### config.mk
export PLATFORM = sky130hd
export DESIGN_NAME = sem_merge_flat
export DESIGN_NICKNAME = d
export VERILOG_FILES = /design/src/hdl/sem_pkg.sv /design/src/hdl/sem_if.sv /design/src/hdl/sem_merge.sv /design/src/flat_wrapper.sv
export VERILOG_INCLUDE_DIRS = /design/src /design/src/hdl
export SDC_FILE = /design/constraint.sdc
export NUM_CORES = 1
export LEC_CHECK = 0
export BUFFER_PORTS_ARGS = -buffer_cell sky130_fd_sc_hd__buf_4
export CORE_UTILIZATION = 46
export CTS_CLUSTER_SIZE = 12
export DETAILED_ROUTE_END_ITERATION = 10
export PLACE_DENSITY = 0.83
export SYNTH_ARGS = -nofsm -noshare
export SYNTH_HDL_FRONTEND = slang
export SYNTH_SLANG_ARGS = --single-unit
### constraint.sdc
create_clock -name i_clk -period 2.5 [get_ports i_clk]
set_input_delay 0.5 -clock i_clk [delete_from_list [all_inputs] [get_ports i_clk]]
set_output_delay 0.5 -clock i_clk [all_outputs]
set_load 0.005 [all_outputs]
### src/hdl/assert_macros.svh
// ----------------------------------------------------------------------------
// Assertion macros shared by the Sobel edge magnitude unit
// Clocked property checks reporting through $error.
// ----------------------------------------------------------------------------
`ifndef ASSERT_MACROS_SVH
`define ASSERT_MACROS_SVH

// Checked on every clock edge outside reset.
`define SEM_ASSERT(label, prop, msg) \
    label: assert property (@(posedge i_clk) disable iff (!i_rst_n) (prop)) \
        else $error(msg);

// Checked on every clock edge, reset included.
`define SEM_ASSERT_RST(label, prop, msg) \
    label: assert property (@(posedge i_clk) (prop)) \
        else $error(msg);

`endif

### src/hdl/sem_pkg.sv
// ----------------------------------------------------------------------------
// Sobel edge magnitude package
// Geometry limits, register indexes and shared pixel types.
// ----------------------------------------------------------------------------
package sem_pkg;

    localparam int MaxWidth  = 2048;
    localparam int MaxHeight = 4096;
    localparam int NumLanes  = 4;
    localparam int ColW      = $clog2(MaxWidth);
    localparam int RowW      = $clog2(MaxHeight);
    localparam int WidthW    = 12;
    localparam int HeightW   = 13;
    localparam int ChansW    = 3;
    localparam int CfgIdxW   = 2;
    localparam int CfgDataW  = 13;
    localparam int SumW      = 21;
    localparam int SatSum    = 65025;

    localparam logic [CfgIdxW-1:0] CfgWidth  = CfgIdxW'(0);
    localparam logic [CfgIdxW-1:0] CfgHeight = CfgIdxW'(1);
    localparam logic [CfgIdxW-1:0] CfgChans  = CfgIdxW'(2);

    typedef logic [7:0] t_sample;
    // taps of one window column, [0] top row, [2] bottom row
    typedef t_sample [2:0] t_tap3;
    typedef t_sample [NumLanes-1:0] t_pixel;
    // one window column, [0] two rows up, [1] row above, [2] current row
    typedef t_pixel [2:0] t_column;

    typedef struct packed {
        t_pixel older;
        t_pixel prev;
    } t_line;

    typedef struct packed {
        logic push;
        logic run_last;
        logic frame_last;
    } t_merge_ctl;

endpackage

### src/hdl/sem_if.sv


interface sem_out_if;
    logic       valid;
    logic       ready;
    logic [7:0] edge0;
    logic [7:0] edge1;
    logic [7:0] edge2;
    logic [7:0] edge3;
    logic       run_last;
    logic       frame_last;

    modport source (output valid, edge0, edge1, edge2, edge3, run_last, frame_last,
                    input ready);
    modport sink   (input valid, edge0, edge1, edge2, edge3, run_last, frame_last,
                    output ready);
endinterface

### src/hdl/sem_merge.sv
// ----------------------------------------------------------------------------
// Sobel edge magnitude merge stage
// Gathers lane results, blanks unused channels and holds the result register.
// ----------------------------------------------------------------------------
`include "assert_macros.svh"

module sem_merge import sem_pkg::*; (
    input  logic              i_clk,
    input  logic              i_rst_n,
    input  t_pixel            i_edge,
    input  logic [ChansW-1:0] i_chans,
    input  t_merge_ctl        i_ctl,
    output logic              o_ready,
    sem_out_if.source         o_res
);

    logic   r_vld;
    t_pixel r_edge;
    logic   r_run_last, r_frame_last;

    logic [ChansW-1:0] nch;
    t_pixel            n_edge;

    always_comb begin
        nch = (i_chans > ChansW'(NumLanes)) ? ChansW'(NumLanes) : i_chans;
        for (int c = 0; c < NumLanes; c++) begin
            n_edge[c] = (ChansW'(c) < nch) ? i_edge[c] : '0;
        end
    end

    assign o_ready = !r_vld || o_res.ready;

    always_ff @(posedge i_clk) begin
        if (!i_rst_n) begin
            r_vld <= 1'b0;
        end else if (i_ctl.push && o_ready) begin
            r_vld <= 1'b1;
        end else if (o_res.ready) begin
            r_vld <= 1'b0;
        end
    end

    always_ff @(posedge i_clk) begin
        if (i_ctl.push && o_ready) begin
            r_edge       <= n_edge;
            r_run_last   <= i_ctl.run_last;
            r_frame_last <= i_ctl.frame_last;
        end
    end

    assign o_res.valid      = r_vld;
    assign o_res.edge0      = r_edge[0];
    assign o_res.edge1      = r_edge[1];
    assign o_res.edge2      = r_edge[2];
    assign o_res.edge3      = r_edge[3];
    assign o_res.run_last   = r_run_last;
    assign o_res.frame_last = r_frame_last;

    `SEM_ASSERT(a_valid_from_push, $rose(o_res.valid) |-> $past(i_ctl.push), "result appeared without a push")

endmodule

### src/flat_wrapper.sv
// flat-port wrapper written by rule: the top's interface ports become plain ports
module sem_merge_flat import sem_pkg::*;
  (i_clk, i_rst_n, i_edge, i_chans, i_ctl, o_ready, o_res_valid, o_res_edge0, o_res_edge1, o_res_edge2, o_res_edge3, o_res_run_last, o_res_frame_last, o_res_ready);
  sem_out_if o_res_i ();
  input  logic i_clk;
  input  logic i_rst_n;
  input  t_pixel i_edge;
  input  logic [ChansW-1:0] i_chans;
  input  t_merge_ctl i_ctl;
  output logic o_ready;
  output wire logic [$bits(o_res_i.valid)-1:0] o_res_valid;
  output wire logic [$bits(o_res_i.edge0)-1:0] o_res_edge0;
  output wire logic [$bits(o_res_i.edge1)-1:0] o_res_edge1;
  output wire logic [$bits(o_res_i.edge2)-1:0] o_res_edge2;
  output wire logic [$bits(o_res_i.edge3)-1:0] o_res_edge3;
  output wire logic [$bits(o_res_i.run_last)-1:0] o_res_run_last;
  output wire logic [$bits(o_res_i.frame_last)-1:0] o_res_frame_last;
  input wire logic [$bits(o_res_i.ready)-1:0] o_res_ready;
  assign o_res_valid = o_res_i.valid;
  assign o_res_edge0 = o_res_i.edge0;
  assign o_res_edge1 = o_res_i.edge1;
  assign o_res_edge2 = o_res_i.edge2;
  assign o_res_edge3 = o_res_i.edge3;
  assign o_res_run_last = o_res_i.run_last;
  assign o_res_frame_last = o_res_i.frame_last;
  assign o_res_i.ready = o_res_ready;
  sem_merge u_core (.i_clk(i_clk), .i_rst_n(i_rst_n), .i_edge(i_edge), .i_chans(i_chans), .i_ctl(i_ctl), .o_ready(o_ready), .o_res(o_res_i));
endmodule
==> reports/results.ini <==
[run_status]
outcome = complete, no violations

[global_routing]
grt_pass1_wl_um = 3720
grt_max_degree = 24
antenna_found_initial = 0
grt_pass1_vias = 848
grt_overflow = 0
track_usage = 0.166

[setup_path]
crit_arrival_ns = 1.51
criticalPathCategory = reg2reg
rrSetupSlack_ns = 1.02
reg2reg_from = u_core.o_res.valid$_SDFFE_PN0P_
worstSetupEndpointType = flop
reg2reg_depth = 3
cp.required_ns = 2.54
r2r_end = u_core.o_res.edge3[3]$_SDFFCE_PN0P_
worstSetupStartpointType = flop
crit_fanout = 23

[synth]
yosysTopAreaCell = edfxtp_1
postSynthAreaPerCell_um2 = 17.9
yosys.cell_types.count = 12
netlist_area_um2 = 1340
syn-instance-count = 75
synthesis.nets = 116
netlist_top_cells_area = edfxtp_1 (76%), nor2b_1 (7.5%), nor2b_2 (5.2%)
yosysSeqAreaShare = 0.777
ys_ff_latch = 35
yosys_warnings = 0
synth_top_area_share = 0.762

[timing]
period_minus_slack_ns = 1.48
max-slew-margin-rel = 0.619
tns_ns = 0
hold_viol = 0
grt_setup_unrepaired = false
slew_violations = 0
hold_ws_ns = 0.337
worst_pin_slew_ns = 0.572
setup_viol = 0
fmax_ghz = 0.678
finalCritPeriodShare = 0.590
clock_skew_ns = 0.0123

[detailed_routing]
m1WireLength_um = 856
wl_per_cell_um = 12.8
route.detailed.drc = 0
vias = 867
ant_nets = 0
drtIter0Drc = 18
firstDrtPassIters = 4
wl_um = 2440
met2RoutedLength_um = 1280
highest_layer = met4
via_per_inst = 4.56
route.met3.wl_um = 239

[die]
die_y_um = 56.0
rows = 19
initial_core_util = 0.486
core-area_um2 = 2760
io_pins = 77
dieArea_um2 = 3130
die_w_um = 56.0

[clock_network]
cts_buffer_depth = 2
cts_resized = 0
clock-sinks = 35
cts_tree = done
clk_pin_slew_ns = 0.10
cts_buffers = 5
cts_root_buf = clkbuf_4
htree_levels = 2
holdBufCountCts = 0
clkLatencyLatePin_ns = 0.33
post_cts_buffers = 0

[worst_hold_path]
min_delay_worst_endpoint = u_core.o_res.run_last$_DFFE_PP_
hold_depth = 1
hp-start = i_ctl[1]
hp-class = in2reg

[layout]
final_common_cell = buf_4
area_delta_synth_final_pct = 51.5
nets = 199
diodes = 0
drive_gt1_frac = 0.604
layout_common_cells = buf_4 (76), edfxtp_1 (34), nor2b_1 (16)
stdcell_count = 190

[placement]
dp_hpwl_um = 1900
place_congestion = 0.661
place_inst = 182
io_buffers = 76

[power]
powerDensity_nw_per_um2 = 595
peakVddDrop_uv = 539
p_leak_uw = 0.000869

[run]
drv_cap = 0

==> cells by family after synthesis <==
group	Yosys count	synth area share
flops	35	0.777
simple gates	36	0.194
compound gates	2	0.0177
buf+inv	2	0.0112
==> registers in the layout, indices dropped and copies added, names as in the netlist <==
register	flops
u_core.o_res.edge0	8
u_core.o_res.edge1	8
u_core.o_res.edge2	8
u_core.o_res.edge3	8
u_core.o_res.frame_last	1
u_core.o_res.run_last	1
u_core.o_res.valid	1
==> stage by stage <==
stage,total power (uW),util,cell area [um^2],worst slack [ns]
global placement,875,0.710,1960,0.769
finish,1210,0.736,2030,1.02
global route,1260,0.736,2030,0.874
detailed placement,881,0.710,1960,0.737
floorplan,763,-,1340,0.614
CTS,1220,0.736,2030,1.01
==> layout make-up <==
cell class                      count  area (um^2)
Multi-Input combinational cell     38          284
Inverter                            1         3.75
Sequential cell                    35         1040
Tap cell                           31         38.8
Fill cell                         188          727
Clock inverter                      1         7.51
Timing Repair Buffer               77          591
Clock buffer                        7         65.1
==> critical path: stages (launching register included) <==
cell and delay [ns]:
dfxtp_1 0.33, nand2b_1 0.10, and2_1 0.50, buf_12 0.25
==> worst max path at each step <==
| stage | start | slack, ns | endpoint | cells past startpoint |
|---|---|---|---|---|
| 5_1_grt | u_core.o_res.valid$_SDFFE_PN0P_ | 0.87 | u_core.o_res.edge3[1]$_SDFFCE_PN0P_ | 3 |
| 6_report | u_core.o_res.valid$_SDFFE_PN0P_ | 1.02 | u_core.o_res.edge3[3]$_SDFFCE_PN0P_ | 3 |
| 3_3_place_gp | o_res_ready | 0.77 | u_core.o_res.edge3[1]$_SDFFCE_PN0P_ | 4 |
| 4_1_cts | u_core.o_res.valid$_SDFFE_PN0P_ | 1.01 | u_core.o_res.edge3[7]$_SDFFCE_PN0P_ | 3 |
| 3_5_place_dp | o_res_ready | 0.74 | u_core.o_res.frame_last$_DFFE_PP_ | 4 |
| 2_1_floorplan | o_res_ready | 0.61 | u_core.o_res.edge0[0]$_SDFFCE_PP0P_ | 2 |
==> metal layers <==
layer  global-route usage  vias to the layer above
li1                     -                      429
met1                0.181                      384
met2                0.260                       46
met3               0.0884                        8
met4               0.0906                        0
met5                    0                        -
==> cells in the mapped netlist <==
master,count
edfxtp_1,34
nor2b_1,16
and2_1,9
nor2b_2,8
a21boi_0,1
a21oi_4,1
buf_6,1
dfxtp_1,1
inv_1,1
nand2b_1,1
nor2_4,1
nor3_4,1
==> power by group <==
part | switching (uW) | internal, uW
clock network | 178 | 164
logic | 59.8 | 105
registers | 10.7 | 690
(Power assumes the default switching activity.)
