**config.mk**
```make
export PLATFORM = sky130hd
export DESIGN_NAME = sem_lane
export DESIGN_NICKNAME = d
export VERILOG_FILES = /design/src/hdl/sem_pkg.sv /design/src/hdl/sem_lane.sv
export VERILOG_INCLUDE_DIRS = /design/src /design/src/hdl
export SDC_FILE = /design/constraint.sdc
export NUM_CORES = 1
export LEC_CHECK = 0
export ABC_AREA = 1
export BUFFER_PORTS_ARGS = -buffer_cell sky130_fd_sc_hd__buf_2
export CAP_MARGIN = 20
export CELL_PAD_IN_SITES_DETAIL_PLACEMENT = 1
export CELL_PAD_IN_SITES_GLOBAL_PLACEMENT = 1
export CORE_ASPECT_RATIO = 1.25
export CORE_MARGIN = 2
export CORE_UTILIZATION = 35
export DETAILED_ROUTE_END_ITERATION = 10
export PLACE_DENSITY_LB_ADDON = 0.1
export SYNTH_ARGS = -nofsm -noshare
export SYNTH_HDL_FRONTEND = slang
export SYNTH_SLANG_ARGS = --single-unit
```
**constraint.sdc**
```tcl
create_clock -name i_clk -period 7.55 [get_ports i_clk]
set_input_delay 0.755 -clock i_clk [delete_from_list [all_inputs] [get_ports i_clk]]
set_output_delay 0.755 -clock i_clk [all_outputs]
set_load 0.02 [all_outputs]
```
**src/hdl/assert_macros.svh**
```systemverilog
// ----------------------------------------------------------------------------
// Assertion macros shared by the Sobel edge magnitude unit
// Clocked property checks reporting through $error.
// ----------------------------------------------------------------------------
`ifndef ASSERT_MACROS_SVH
`define ASSERT_MACROS_SVH

// Checked on every clock edge outside reset.
`define SEM_ASSERT(label, prop, msg) \
    label: assert property (@(posedge i_clk) disable iff (!i_rst_n) (prop)) \
        else $error(msg);

// Checked on every clock edge, reset included.
`define SEM_ASSERT_RST(label, prop, msg) \
    label: assert property (@(posedge i_clk) (prop)) \
        else $error(msg);

`endif

```
**src/hdl/sem_pkg.sv**
```systemverilog
// ----------------------------------------------------------------------------
// Sobel edge magnitude package
// Geometry limits, register indexes and shared pixel types.
// ----------------------------------------------------------------------------
package sem_pkg;

    localparam int MaxWidth  = 2048;
    localparam int MaxHeight = 4096;
    localparam int NumLanes  = 4;
    localparam int ColW      = $clog2(MaxWidth);
    localparam int RowW      = $clog2(MaxHeight);
    localparam int WidthW    = 12;
    localparam int HeightW   = 13;
    localparam int ChansW    = 3;
    localparam int CfgIdxW   = 2;
    localparam int CfgDataW  = 13;
    localparam int SumW      = 21;
    localparam int SatSum    = 65025;

    localparam logic [CfgIdxW-1:0] CfgWidth  = CfgIdxW'(0);
    localparam logic [CfgIdxW-1:0] CfgHeight = CfgIdxW'(1);
    localparam logic [CfgIdxW-1:0] CfgChans  = CfgIdxW'(2);

    typedef logic [7:0] t_sample;
    // taps of one window column, [0] top row, [2] bottom row
    typedef t_sample [2:0] t_tap3;
    typedef t_sample [NumLanes-1:0] t_pixel;
    // one window column, [0] two rows up, [1] row above, [2] current row
    typedef t_pixel [2:0] t_column;

    typedef struct packed {
        t_pixel older;
        t_pixel prev;
    } t_line;

    typedef struct packed {
        logic push;
        logic run_last;
        logic frame_last;
    } t_merge_ctl;

endpackage

```
**src/hdl/sem_lane.sv**
```systemverilog
// ----------------------------------------------------------------------------
// Sobel edge magnitude lane
// Gradients, sum of squares and bit-serial square root for one channel.
// ----------------------------------------------------------------------------
`include "assert_macros.svh"

module sem_lane import sem_pkg::*; (
    input  logic    i_clk,
    input  logic    i_rst_n,
    input  logic    i_start,
    input  t_tap3   i_l,
    input  t_tap3   i_c,
    input  t_tap3   i_r,
    output logic    o_busy,
    output t_sample o_edge
);

    typedef enum logic [1:0] {L_IDLE, L_SQUARE, L_ROOT} t_lstate;

    t_lstate          r_state;
    logic [9:0]       r_agx, r_agy;
    logic [SumW-1:0]  r_sum;
    logic [2:0]       r_bit;
    t_sample          r_root;

    logic [9:0]  sum_r, sum_l, sum_t, sum_b, n_agx, n_agy;
    t_sample     trial;
    logic [15:0] trial_sq;

    always_comb begin
        sum_r = {2'b0, i_r[0]} + {1'b0, i_r[1], 1'b0} + {2'b0, i_r[2]};
        sum_l = {2'b0, i_l[0]} + {1'b0, i_l[1], 1'b0} + {2'b0, i_l[2]};
        sum_t = {2'b0, i_l[0]} + {1'b0, i_c[0], 1'b0} + {2'b0, i_r[0]};
        sum_b = {2'b0, i_l[2]} + {1'b0, i_c[2], 1'b0} + {2'b0, i_r[2]};
        n_agx = (sum_r >= sum_l) ? sum_r - sum_l : sum_l - sum_r;
        n_agy = (sum_b >= sum_t) ? sum_b - sum_t : sum_t - sum_b;
        trial    = r_root | (t_sample'(1) << r_bit);
        trial_sq = trial * trial;
    end

    always_ff @(posedge i_clk) begin
        if (!i_rst_n) begin
            r_state <= L_IDLE;
        end else begin
            case (r_state)
                L_IDLE: begin
                    if (i_start) begin
                        r_agx   <= n_agx;
                        r_agy   <= n_agy;
                        r_state <= L_SQUARE;
                    end
                end
                L_SQUARE: begin
                    r_sum   <= SumW'(r_agx) * SumW'(r_agx) + SumW'(r_agy) * SumW'(r_agy);
                    r_root  <= '0;
                    r_bit   <= 3'd7;
                    r_state <= L_ROOT;
                end
                L_ROOT: begin
                    if (r_sum >= SumW'(SatSum)) begin
                        r_root  <= 8'hFF;
                        r_state <= L_IDLE;
                    end else begin
                        if (SumW'(trial_sq) <= r_sum) begin
                            r_root <= trial;
                        end
                        if (r_bit == 3'd0) begin
                            r_state <= L_IDLE;
                        end
                        r_bit <= r_bit - 3'd1;
                    end
                end
                default: r_state <= L_IDLE;
            endcase
        end
    end

    assign o_busy = (r_state != L_IDLE);
    assign o_edge = r_root;

    `SEM_ASSERT(a_root_floor, ($fell(o_busy) && (r_sum < SumW'(SatSum))) |-> (SumW'(o_edge) * SumW'(o_edge) <= r_sum), "root exceeds sum of squares")
    `SEM_ASSERT(a_root_sat, ($fell(o_busy) && (r_sum >= SumW'(SatSum))) |-> (o_edge == 8'hFF), "large magnitude not saturated")

endmodule

```
==> insert_results.sql, run 1 <==
INSERT INTO impl_metrics (metric_group, metric, value, unit) VALUES
('clock_tree', 'worst_skew_pair.late_latency', '0.32', 'ns'),
('clock_tree', 'hold_bufs_at_cts', '0', ''),
('worst_setup_path', 'crit_buf_inv', '6', ''),
('finish', 'finalInstanceArea', '15200', 'µm²'),
('clock_tree', 'cts-root-to-sink-buffers', '2', ''),
('worst_setup_path', 'crit_family', 'adder cells', ''),
('synth', 'net_count_synth', '2319', ''),
('synth', 'post_synth.cell_area_avg', '7.66', 'µm²'),
('sta', 'finalSetupViolations', '0', ''),
('drt', 'route.detailed.wl_per_inst', '15.1', 'µm'),
('floorplan', 'dieArea', '42000', 'µm²'),
('drt', 'dr.first_iter.drc_count', '292', ''),
('clock_tree', 'ctsHtreeMaxLevel', '2', ''),
('sta', 'fin_tns_setup', '0', 'ns'),
('grt', 'grtUsageTotal', '18.2', '%'),
('synth', 'synth-seq-area-share', '11.3', '%'),
('sta', 'post-route-period-util', '83.1', '%'),
('placed_design', 'dpl-instance-area', '15000', 'µm²'),
('clock_tree', 'clock-sinks', '54', ''),
('floorplan', 'floorplan.initialDensity', '35.4', '%'),
('worst_setup_path', 'timing.setup.critical_path_class', 'flip-flop to flip-flop', ''),
('status', 'status', 'completed', ''),
('synth', 'post-synth-top-area-fraction', '26.9', '%'),
('sta', 'max_slew.worst_pin.slew', '0.594', 'ns'),
('worst_setup_path', 'timing.critical_path.arrival', '6.30', 'ns'),
('drt', 'via_density', '4.73', ''),
('placed_design', 'placedCellCount', '2399', ''),
('sta', 'finalCriticalPeriod', '6.27', 'ns'),
('min_path', 'holdCritPathClass', 'flip-flop to flip-flop', ''),
('drt', 'detail_route.wirelength', '36.3', 'mm'),
('grt', 'initial_antenna_violation_count', '0', ''),
('synth', 'summed_instance_area_of_the_synthesized_netlist', '14100', 'µm²'),
('sta', 'timing.clock.skew', '0.0127', 'ns'),
('flow_run', 'timing.max_cap.violations', '0', ''),
('grt', 'grt_pass1_vias', '12913', ''),
('synth', 'post_synth_edffs', '52', ''),
('sta', 'unrepaired_setup_endpoints_after_global_routing', 'no', ''),
('placed_design', 'buffer_ports.inserted', '75', ''),
('finish', 'final_cell_mix', 'sky130_fd_sc_hd__inv_1, sky130_fd_sc_hd__nand2_1, sky130_fd_sc_hd__ha_1, sky130_fd_sc_hd__fa_1, sky130_fd_sc_hd__nand3_1', ''),
('worst_setup_path', 'slowest_stage', 'sky130_fd_sc_hd__fa_1', ''),
('finish', 'design.final.nets', '2377', ''),
('synth', 'ys_dominant_reg_cell', 'sky130_fd_sc_hd__edfxtp_1', ''),
('finish', 'areaGrowthSynthToFinish', '7.62', '%'),
('grt', 'grt_start_max_net_pins', '22', ''),
('synth', 'async_reset_ff_share', '0', '%'),
('finish', 'multi_input_area', '10600', 'µm²'),
('clock_tree', 'root_buffer', 'sky130_fd_sc_hd__clkbuf_16', ''),
('synth', 'synthesis.yosys.warnings', '0', ''),
('synth', 'netlist_top_cells_area', 'sky130_fd_sc_hd__fa_1, sky130_fd_sc_hd__ha_1, sky130_fd_sc_hd__inv_1', ''),
('finish', 'layout.cells.most_common', 'sky130_fd_sc_hd__inv_1', ''),
('worst_setup_path', 'timing.critical_path.required', '7.58', 'ns'),
('synth', 'ys_types', '34', ''),
('floorplan', 'die-height', '229', 'µm'),
('finish', 'drive_above_1_share', '6.04', '%'),
('floorplan', 'floorplan.die.width', '184', 'µm'),
('synth', 'synth_top_area_cell', 'sky130_fd_sc_hd__fa_1', ''),
('floorplan', 'floorplan.rows', '82', ''),
('worst_setup_path', 'critPathMaxStageDelay', '0.56', 'ns'),
('drt', 'remaining_drc_errors', '0', ''),
('placed_design', 'finalWeightedCongestion', '0.826', ''),
('worst_setup_path', 'crit_start_category', 'flip-flop', ''),
('sta', 'timing.max_slew.rel_slack', '60.4', '%'),
('drt', 'antenna_violating_nets_post_route', '0', ''),
('clock_tree', 'cts.reportedPaths.clkPinSlew', '0.08', 'ns'),
('clock_tree', 'cts_repair_resize_count', '0', ''),
('finish', 'n_fill_cell', '4989', ''),
('worst_setup_path', 'cp_num_cells', '28', ''),
('clock_tree', 'cts-buffers-inserted', '5', ''),
('synth', 'synth_cells', '1845', ''),
('drt', 'detailedRoute.firstPassIterationCount', '4', ''),
('sta', 'timing.fmax', '159', 'MHz');
[routing by layer]
metal / vias to the layer above / global-route usage (%) / part of all wire, %
li1: 5698 / - / -
met1: 5558 / 19.9 / 40
met2: 112 / 37.6 / 57
met3: 27 / 1.29 / 1.6
met4: 0 / 3.48 / 1.6
met5: - / 0 / 0
[metrics by stage]
step	utilization, %	worst slack (ns)	hold slack (ns)
after floorplan	-	1.74	0.505
after global placement	37.7	1.35	0.518
after detailed placement	37.7	1.28	0.528
after CTS	38.1	1.26	0.541
after global routing	38.1	0.724	0.557
final	38.1	1.28	0.537
[area by class of cell]
type | count | share of cell area [%]
Inverter | 473 | 11.7
Multi-Input combinational cell | 1286 | 69.7
Timing Repair Buffer | 83 | 2.89
Tap cell | 504 | 4.15
Clock buffer | 5 | 0.823
Sequential cell | 54 | 10.5
Clock inverter | 3 | 0.189
[flip-flops by register name, indices dropped and copies added (netlist names)]
register	cells
o_edge	8
r_bit	3
r_agy	10
r_state	2
r_agx	10
r_sum	21
[logic make-up (layout without fill, tap and decap cells)]
kind of cell	Yosys count	after routing	share of synthesized area, %
fa+ha+maj	399	399	45.4
flops	54	54	11.3
xor+xnor	72	72	4.46
simple gates	680	680	19.8
compound gates	135	135	5.34
buf+inv	505	564	13.6
[path summary, 6_finish.rpt]
kind / startpoint / to / slack, ns
setup / recovery: r_bit[0] / o_edge[1] / 1.28
setup reg to reg: r_bit[0] / o_edge[1] / 1.28
hold / removal: r_state[1] / r_state[0] / 0.54
hold reg to reg: r_state[1] / r_state[0] / 0.54
[synth_stat cells, types with 2 or more instances]
library cell	count
sky130_fd_sc_hd__clkbuf_2	3
sky130_fd_sc_hd__dfxtp_1	2
sky130_fd_sc_hd__inv_1	472
sky130_fd_sc_hd__or2_2	9
sky130_fd_sc_hd__nand3_1	85
sky130_fd_sc_hd__buf_4	3
sky130_fd_sc_hd__nor3_1	6
sky130_fd_sc_hd__o21ai_2	2
sky130_fd_sc_hd__o21bai_1	9
sky130_fd_sc_hd__nand3b_1	4
sky130_fd_sc_hd__clkbuf_1	22
sky130_fd_sc_hd__xor2_1	53
sky130_fd_sc_hd__nor2_1	82
sky130_fd_sc_hd__buf_2	2
sky130_fd_sc_hd__nand2_1	460
sky130_fd_sc_hd__nor4_1	2
sky130_fd_sc_hd__ha_1	209
sky130_fd_sc_hd__nand4_1	26
sky130_fd_sc_hd__o21ai_0	30
sky130_fd_sc_hd__a21oi_1	74
sky130_fd_sc_hd__xnor2_1	19
sky130_fd_sc_hd__a21oi_2	2
sky130_fd_sc_hd__a21o_1	9
sky130_fd_sc_hd__fa_1	190
sky130_fd_sc_hd__buf_6	2
sky130_fd_sc_hd__edfxtp_1	52
sky130_fd_sc_hd__a31o_2	4
sky130_fd_sc_hd__o21ai_1	3
sky130_fd_sc_hd__nand2_2	4
[worst min-delay path: cells and delay by family (launching register included)]
| family | cells | cell delay (ns) |
|---|---|---|
| DFF | 1 | 0.33 |
| and+or+nand+nor | 2 | 0.17 |
Power of run 1 is left out: the tool's default activity adds up to more than one toggle a clock period on the data nets, which glitch-free logic cannot reach.
==> run 2: changes to the inputs <==
==> constraint.sdc (replaced) <==
create_clock -name i_clk -period 6 [get_ports i_clk]
set_input_delay 0.6 -clock i_clk [delete_from_list [all_inputs] [get_ports i_clk]]
set_output_delay 0.6 -clock i_clk [all_outputs]
set_load 0.02 [all_outputs]
==> insert_results.sql, run 2 (synthesis gave the netlist of run 1 again) <==
INSERT INTO impl_metrics (metric_group, metric, value, unit) VALUES
('status', 'status', 'completed', ''),
('finish', 'num_antenna_cells', '0', ''),
('min_path', 'holdCritPathClass', 'flip-flop to flip-flop', ''),
('clock_tree', 'cts-buffers-inserted', '5', ''),
('drt', 'detail_route.wirelength', '36.9', 'mm'),
('worst_setup_path', 'setup.reg_to_reg.worst_slack', '0.24', 'ns'),
('min_path', 'worst_hold_start', 'r_state[1]', ''),
('sta', 'timing.fmax', '174', 'MHz'),
('drt', 'route.detailed.wl_per_inst', '15.0', 'µm'),
('worst_setup_path', 'crit_chain', 'buf_4 > nand2_1 > inv_1 > fa_1 > inv_1 > fa_1 > inv_1 > fa_1 > fa_1 > inv_1 > fa_1 > inv_1 > fa_1 > fa_1 > ha_4 > nand2_1 > nor2_1 > nand4_1 > nand4_1 > nand2_1', ''),
('clock_tree', 'worst_skew_pair.late_latency', '0.32', 'ns'),
('grt', 'grtUsageTotal', '18.5', '%'),
('worst_setup_path', 'reg2regPathDepth', '20', ''),
('drt', 'via_density', '4.70', ''),
('sta', 'finalCriticalPeriod', '5.76', 'ns'),
('worst_setup_path', 'rr_endpoint', 'r_sum[20]', ''),
('worst_setup_path', 'crit_family', 'adder cells', ''),
('sta', 'finalSetupViolations', '0', ''),
('sta', 'timing.max_slew.rel_slack', '62.2', '%'),
('min_path', 'min_to', 'r_state[0]', ''),
('placed_design', 'dpl-instance-area', '15400', 'µm²'),
('floorplan', 'floorplan.die.width', '184', 'µm'),
('drt', 'remaining_drc_errors', '0', ''),
('worst_setup_path', 'critPathMaxStageDelay', '0.56', 'ns'),
('worst_setup_path', 'reg_to_reg_critical_path_startpoint', 'r_agy[3]', ''),
('grt', 'groute.layer.met1.usage', '20.6', '%'),
('floorplan', 'die-height', '229', 'µm'),
('clock_tree', 'cts_tree', 'done', ''),
('placed_design', 'placedCellCount', '2453', ''),
('grt', 'globalRoute.totalOverflow', '0', ''),
('grt', 'first_pass_grt_wire_length', '62.5', 'mm'),
('sta', 'timing_max_transition_violations_final', '0', ''),
('drt', 'dr.first_iter.drc_count', '287', ''),
('worst_setup_path', 'slowest_stage', 'sky130_fd_sc_hd__fa_1', ''),
('clock_tree', 'root_buffer', 'sky130_fd_sc_hd__clkbuf_16', ''),
('clock_tree', 'cts-root-to-sink-buffers', '2', ''),
('grt', 'use_met2', '37.5', '%'),
('worst_setup_path', 'crit_buf_inv', '6', ''),
('drt', 'num_vias', '11600', ''),
('worst_setup_path', 'timing.critical_path.arrival', '5.83', 'ns'),
('floorplan', 'num_io_pins', '84', ''),
('worst_setup_path', 'timing.critical_path.to_type', 'flip-flop', ''),
('worst_setup_path', 'timing.setup.critical_path_class', 'flip-flop to flip-flop', ''),
('clock_tree', 'clock-sinks', '54', ''),
('placed_design', 'buffer_ports.inserted', '75', ''),
('sta', 'hold_slack', '0.537', 'ns'),
('finish', 'finalNonFillerCells', '2467', ''),
('finish', 'areaGrowthSynthToFinish', '12.9', '%'),
('finish', 'final_cell_mix', 'sky130_fd_sc_hd__inv_1, sky130_fd_sc_hd__nand2_1, sky130_fd_sc_hd__ha_1, sky130_fd_sc_hd__fa_1, sky130_fd_sc_hd__nand3_1', ''),
('sta', 'max_slew.worst_pin.slew', '0.565', 'ns'),
('finish', 'reg.largest.list', 'r_sum: 21 flops, r_agx: 10 flops, r_agy: 10 flops', ''),
('flow_run', 'timing.max_cap.violations', '0', ''),
('sta', 'timing.clock.skew', '0.00672', 'ns'),
('sta', 'fin_tns_setup', '0', 'ns'),
('placed_design', 'finalWeightedCongestion', '0.858', ''),
('grt', 'grt.busiest_layer', 'met2', ''),
('drt', 'detailedRoute.firstPassIterationCount', '4', ''),
('worst_setup_path', 'crit_start_category', 'flip-flop', ''),
('floorplan', 'floorplan.rows', '82', ''),
('finish', 'layout.cells.most_common', 'sky130_fd_sc_hd__inv_1', ''),
('finish', 'max_flop_register', 'r_sum', ''),
('worst_setup_path', 'path_max_fanout', '5', ''),
('worst_setup_path', 'cp_common_cell', 'sky130_fd_sc_hd__fa_1', ''),
('sta', 'post-route-period-util', '95.9', '%'),
('clock_tree', 'cts.reportedPaths.clkPinSlew', '0.08', 'ns'),
('finish', 'drive_above_1_share', '11.9', '%'),
('min_path', 'min_path_cells', '2', ''),
('floorplan', 'fp.coreArea', '39900', 'µm²'),
('grt', 'initial_antenna_violation_count', '0', ''),
('finish', 'largest_register_ffs', '21', ''),
('floorplan', 'floorplan.initialDensity', '35.4', '%'),
('finish', 'design.final.nets', '2436', ''),
('grt', 'grt_pass1_vias', '13097', ''),
('grt', 'grt.met3_usage', '1.37', '%'),
('finish', 'finalInstanceArea', '15900', 'µm²'),
('placed_design', 'hpwlAfterDp', '33.8', 'mm'),
('drt', 'antenna_violating_nets_post_route', '0', ''),
('worst_setup_path', 'timing.critical_path.required', '6.08', 'ns'),
('clock_tree', 'ctsHtreeMaxLevel', '2', ''),
('sta', 'final-hold-violation-count', '0', ''),
('floorplan', 'dieArea', '42000', 'µm²'),
('grt', 'grt_start_max_net_pins', '22', '');
[run 2: cell count changes in the layout (fill, tap and decap cells not counted), sizes merged]
cell and delta:
clkinvlp +1, buf +59, inv -1
[run 2: layout make-up]
type | instances | area [µm²]
sequential | 54 | 1600
inverter | 473 | 1780
clock inverter | 3 | 28.8
tap | 504 | 631
clock buffer | 5 | 125
fill | 4916 | 24000
multi-input combinational | 1286 | 10900
timing repair buffer | 142 | 886
[run 2: what timing repair did]
item	4_1_cts	5_1_grt
pin swaps	5	18
endpoints found under the setup margin	8	15
resized for setup	12	58
hold buffers	0	0
hold endpoints to repair	0	0
setup buffers	2	3
[run 2: how the worst max path moves through the flow]
stage | end | cells after the start | start
floorplan | o_edge[0] | 27 | r_bit[1]
global placement | o_edge[6] | 29 | r_bit[0]
detailed placement | o_edge[2] | 29 | r_bit[0]
CTS | o_edge[2] | 30 | r_bit[0]
global route | o_edge[2] | 31 | r_bit[0]
finish | r_sum[20] | 20 | r_agy[3]
[run 2: per-layer routing]
layer	wire [µm]	part of all wire (%)
met1	14900	40
met2	20600	56
met3	741	2.0
met4	692	1.9
met5	0	0
[run 2: worst reg2reg max path, delay by kind of cell (launching register included)]
kind / cells / cell delay (ns)
AND/OR/NAND/NOR: 6 / 0.79
buffers and inverters: 6 / 0.52
flip-flops: 1 / 0.49
adder cells (fa/ha/maj): 8 / 3.71
[run 2: per-stage QoR]
stage                     utilization [%]  worst slack, ns
final                                40.0            0.244
after detailed placement             38.7          -0.0841
after CTS                            39.2           0.0140
after global routing                 40.0          -0.0284
after floorplan                         -            0.190
after global placement               38.7          -0.0134
Power of run 2 is left out for the same reason.
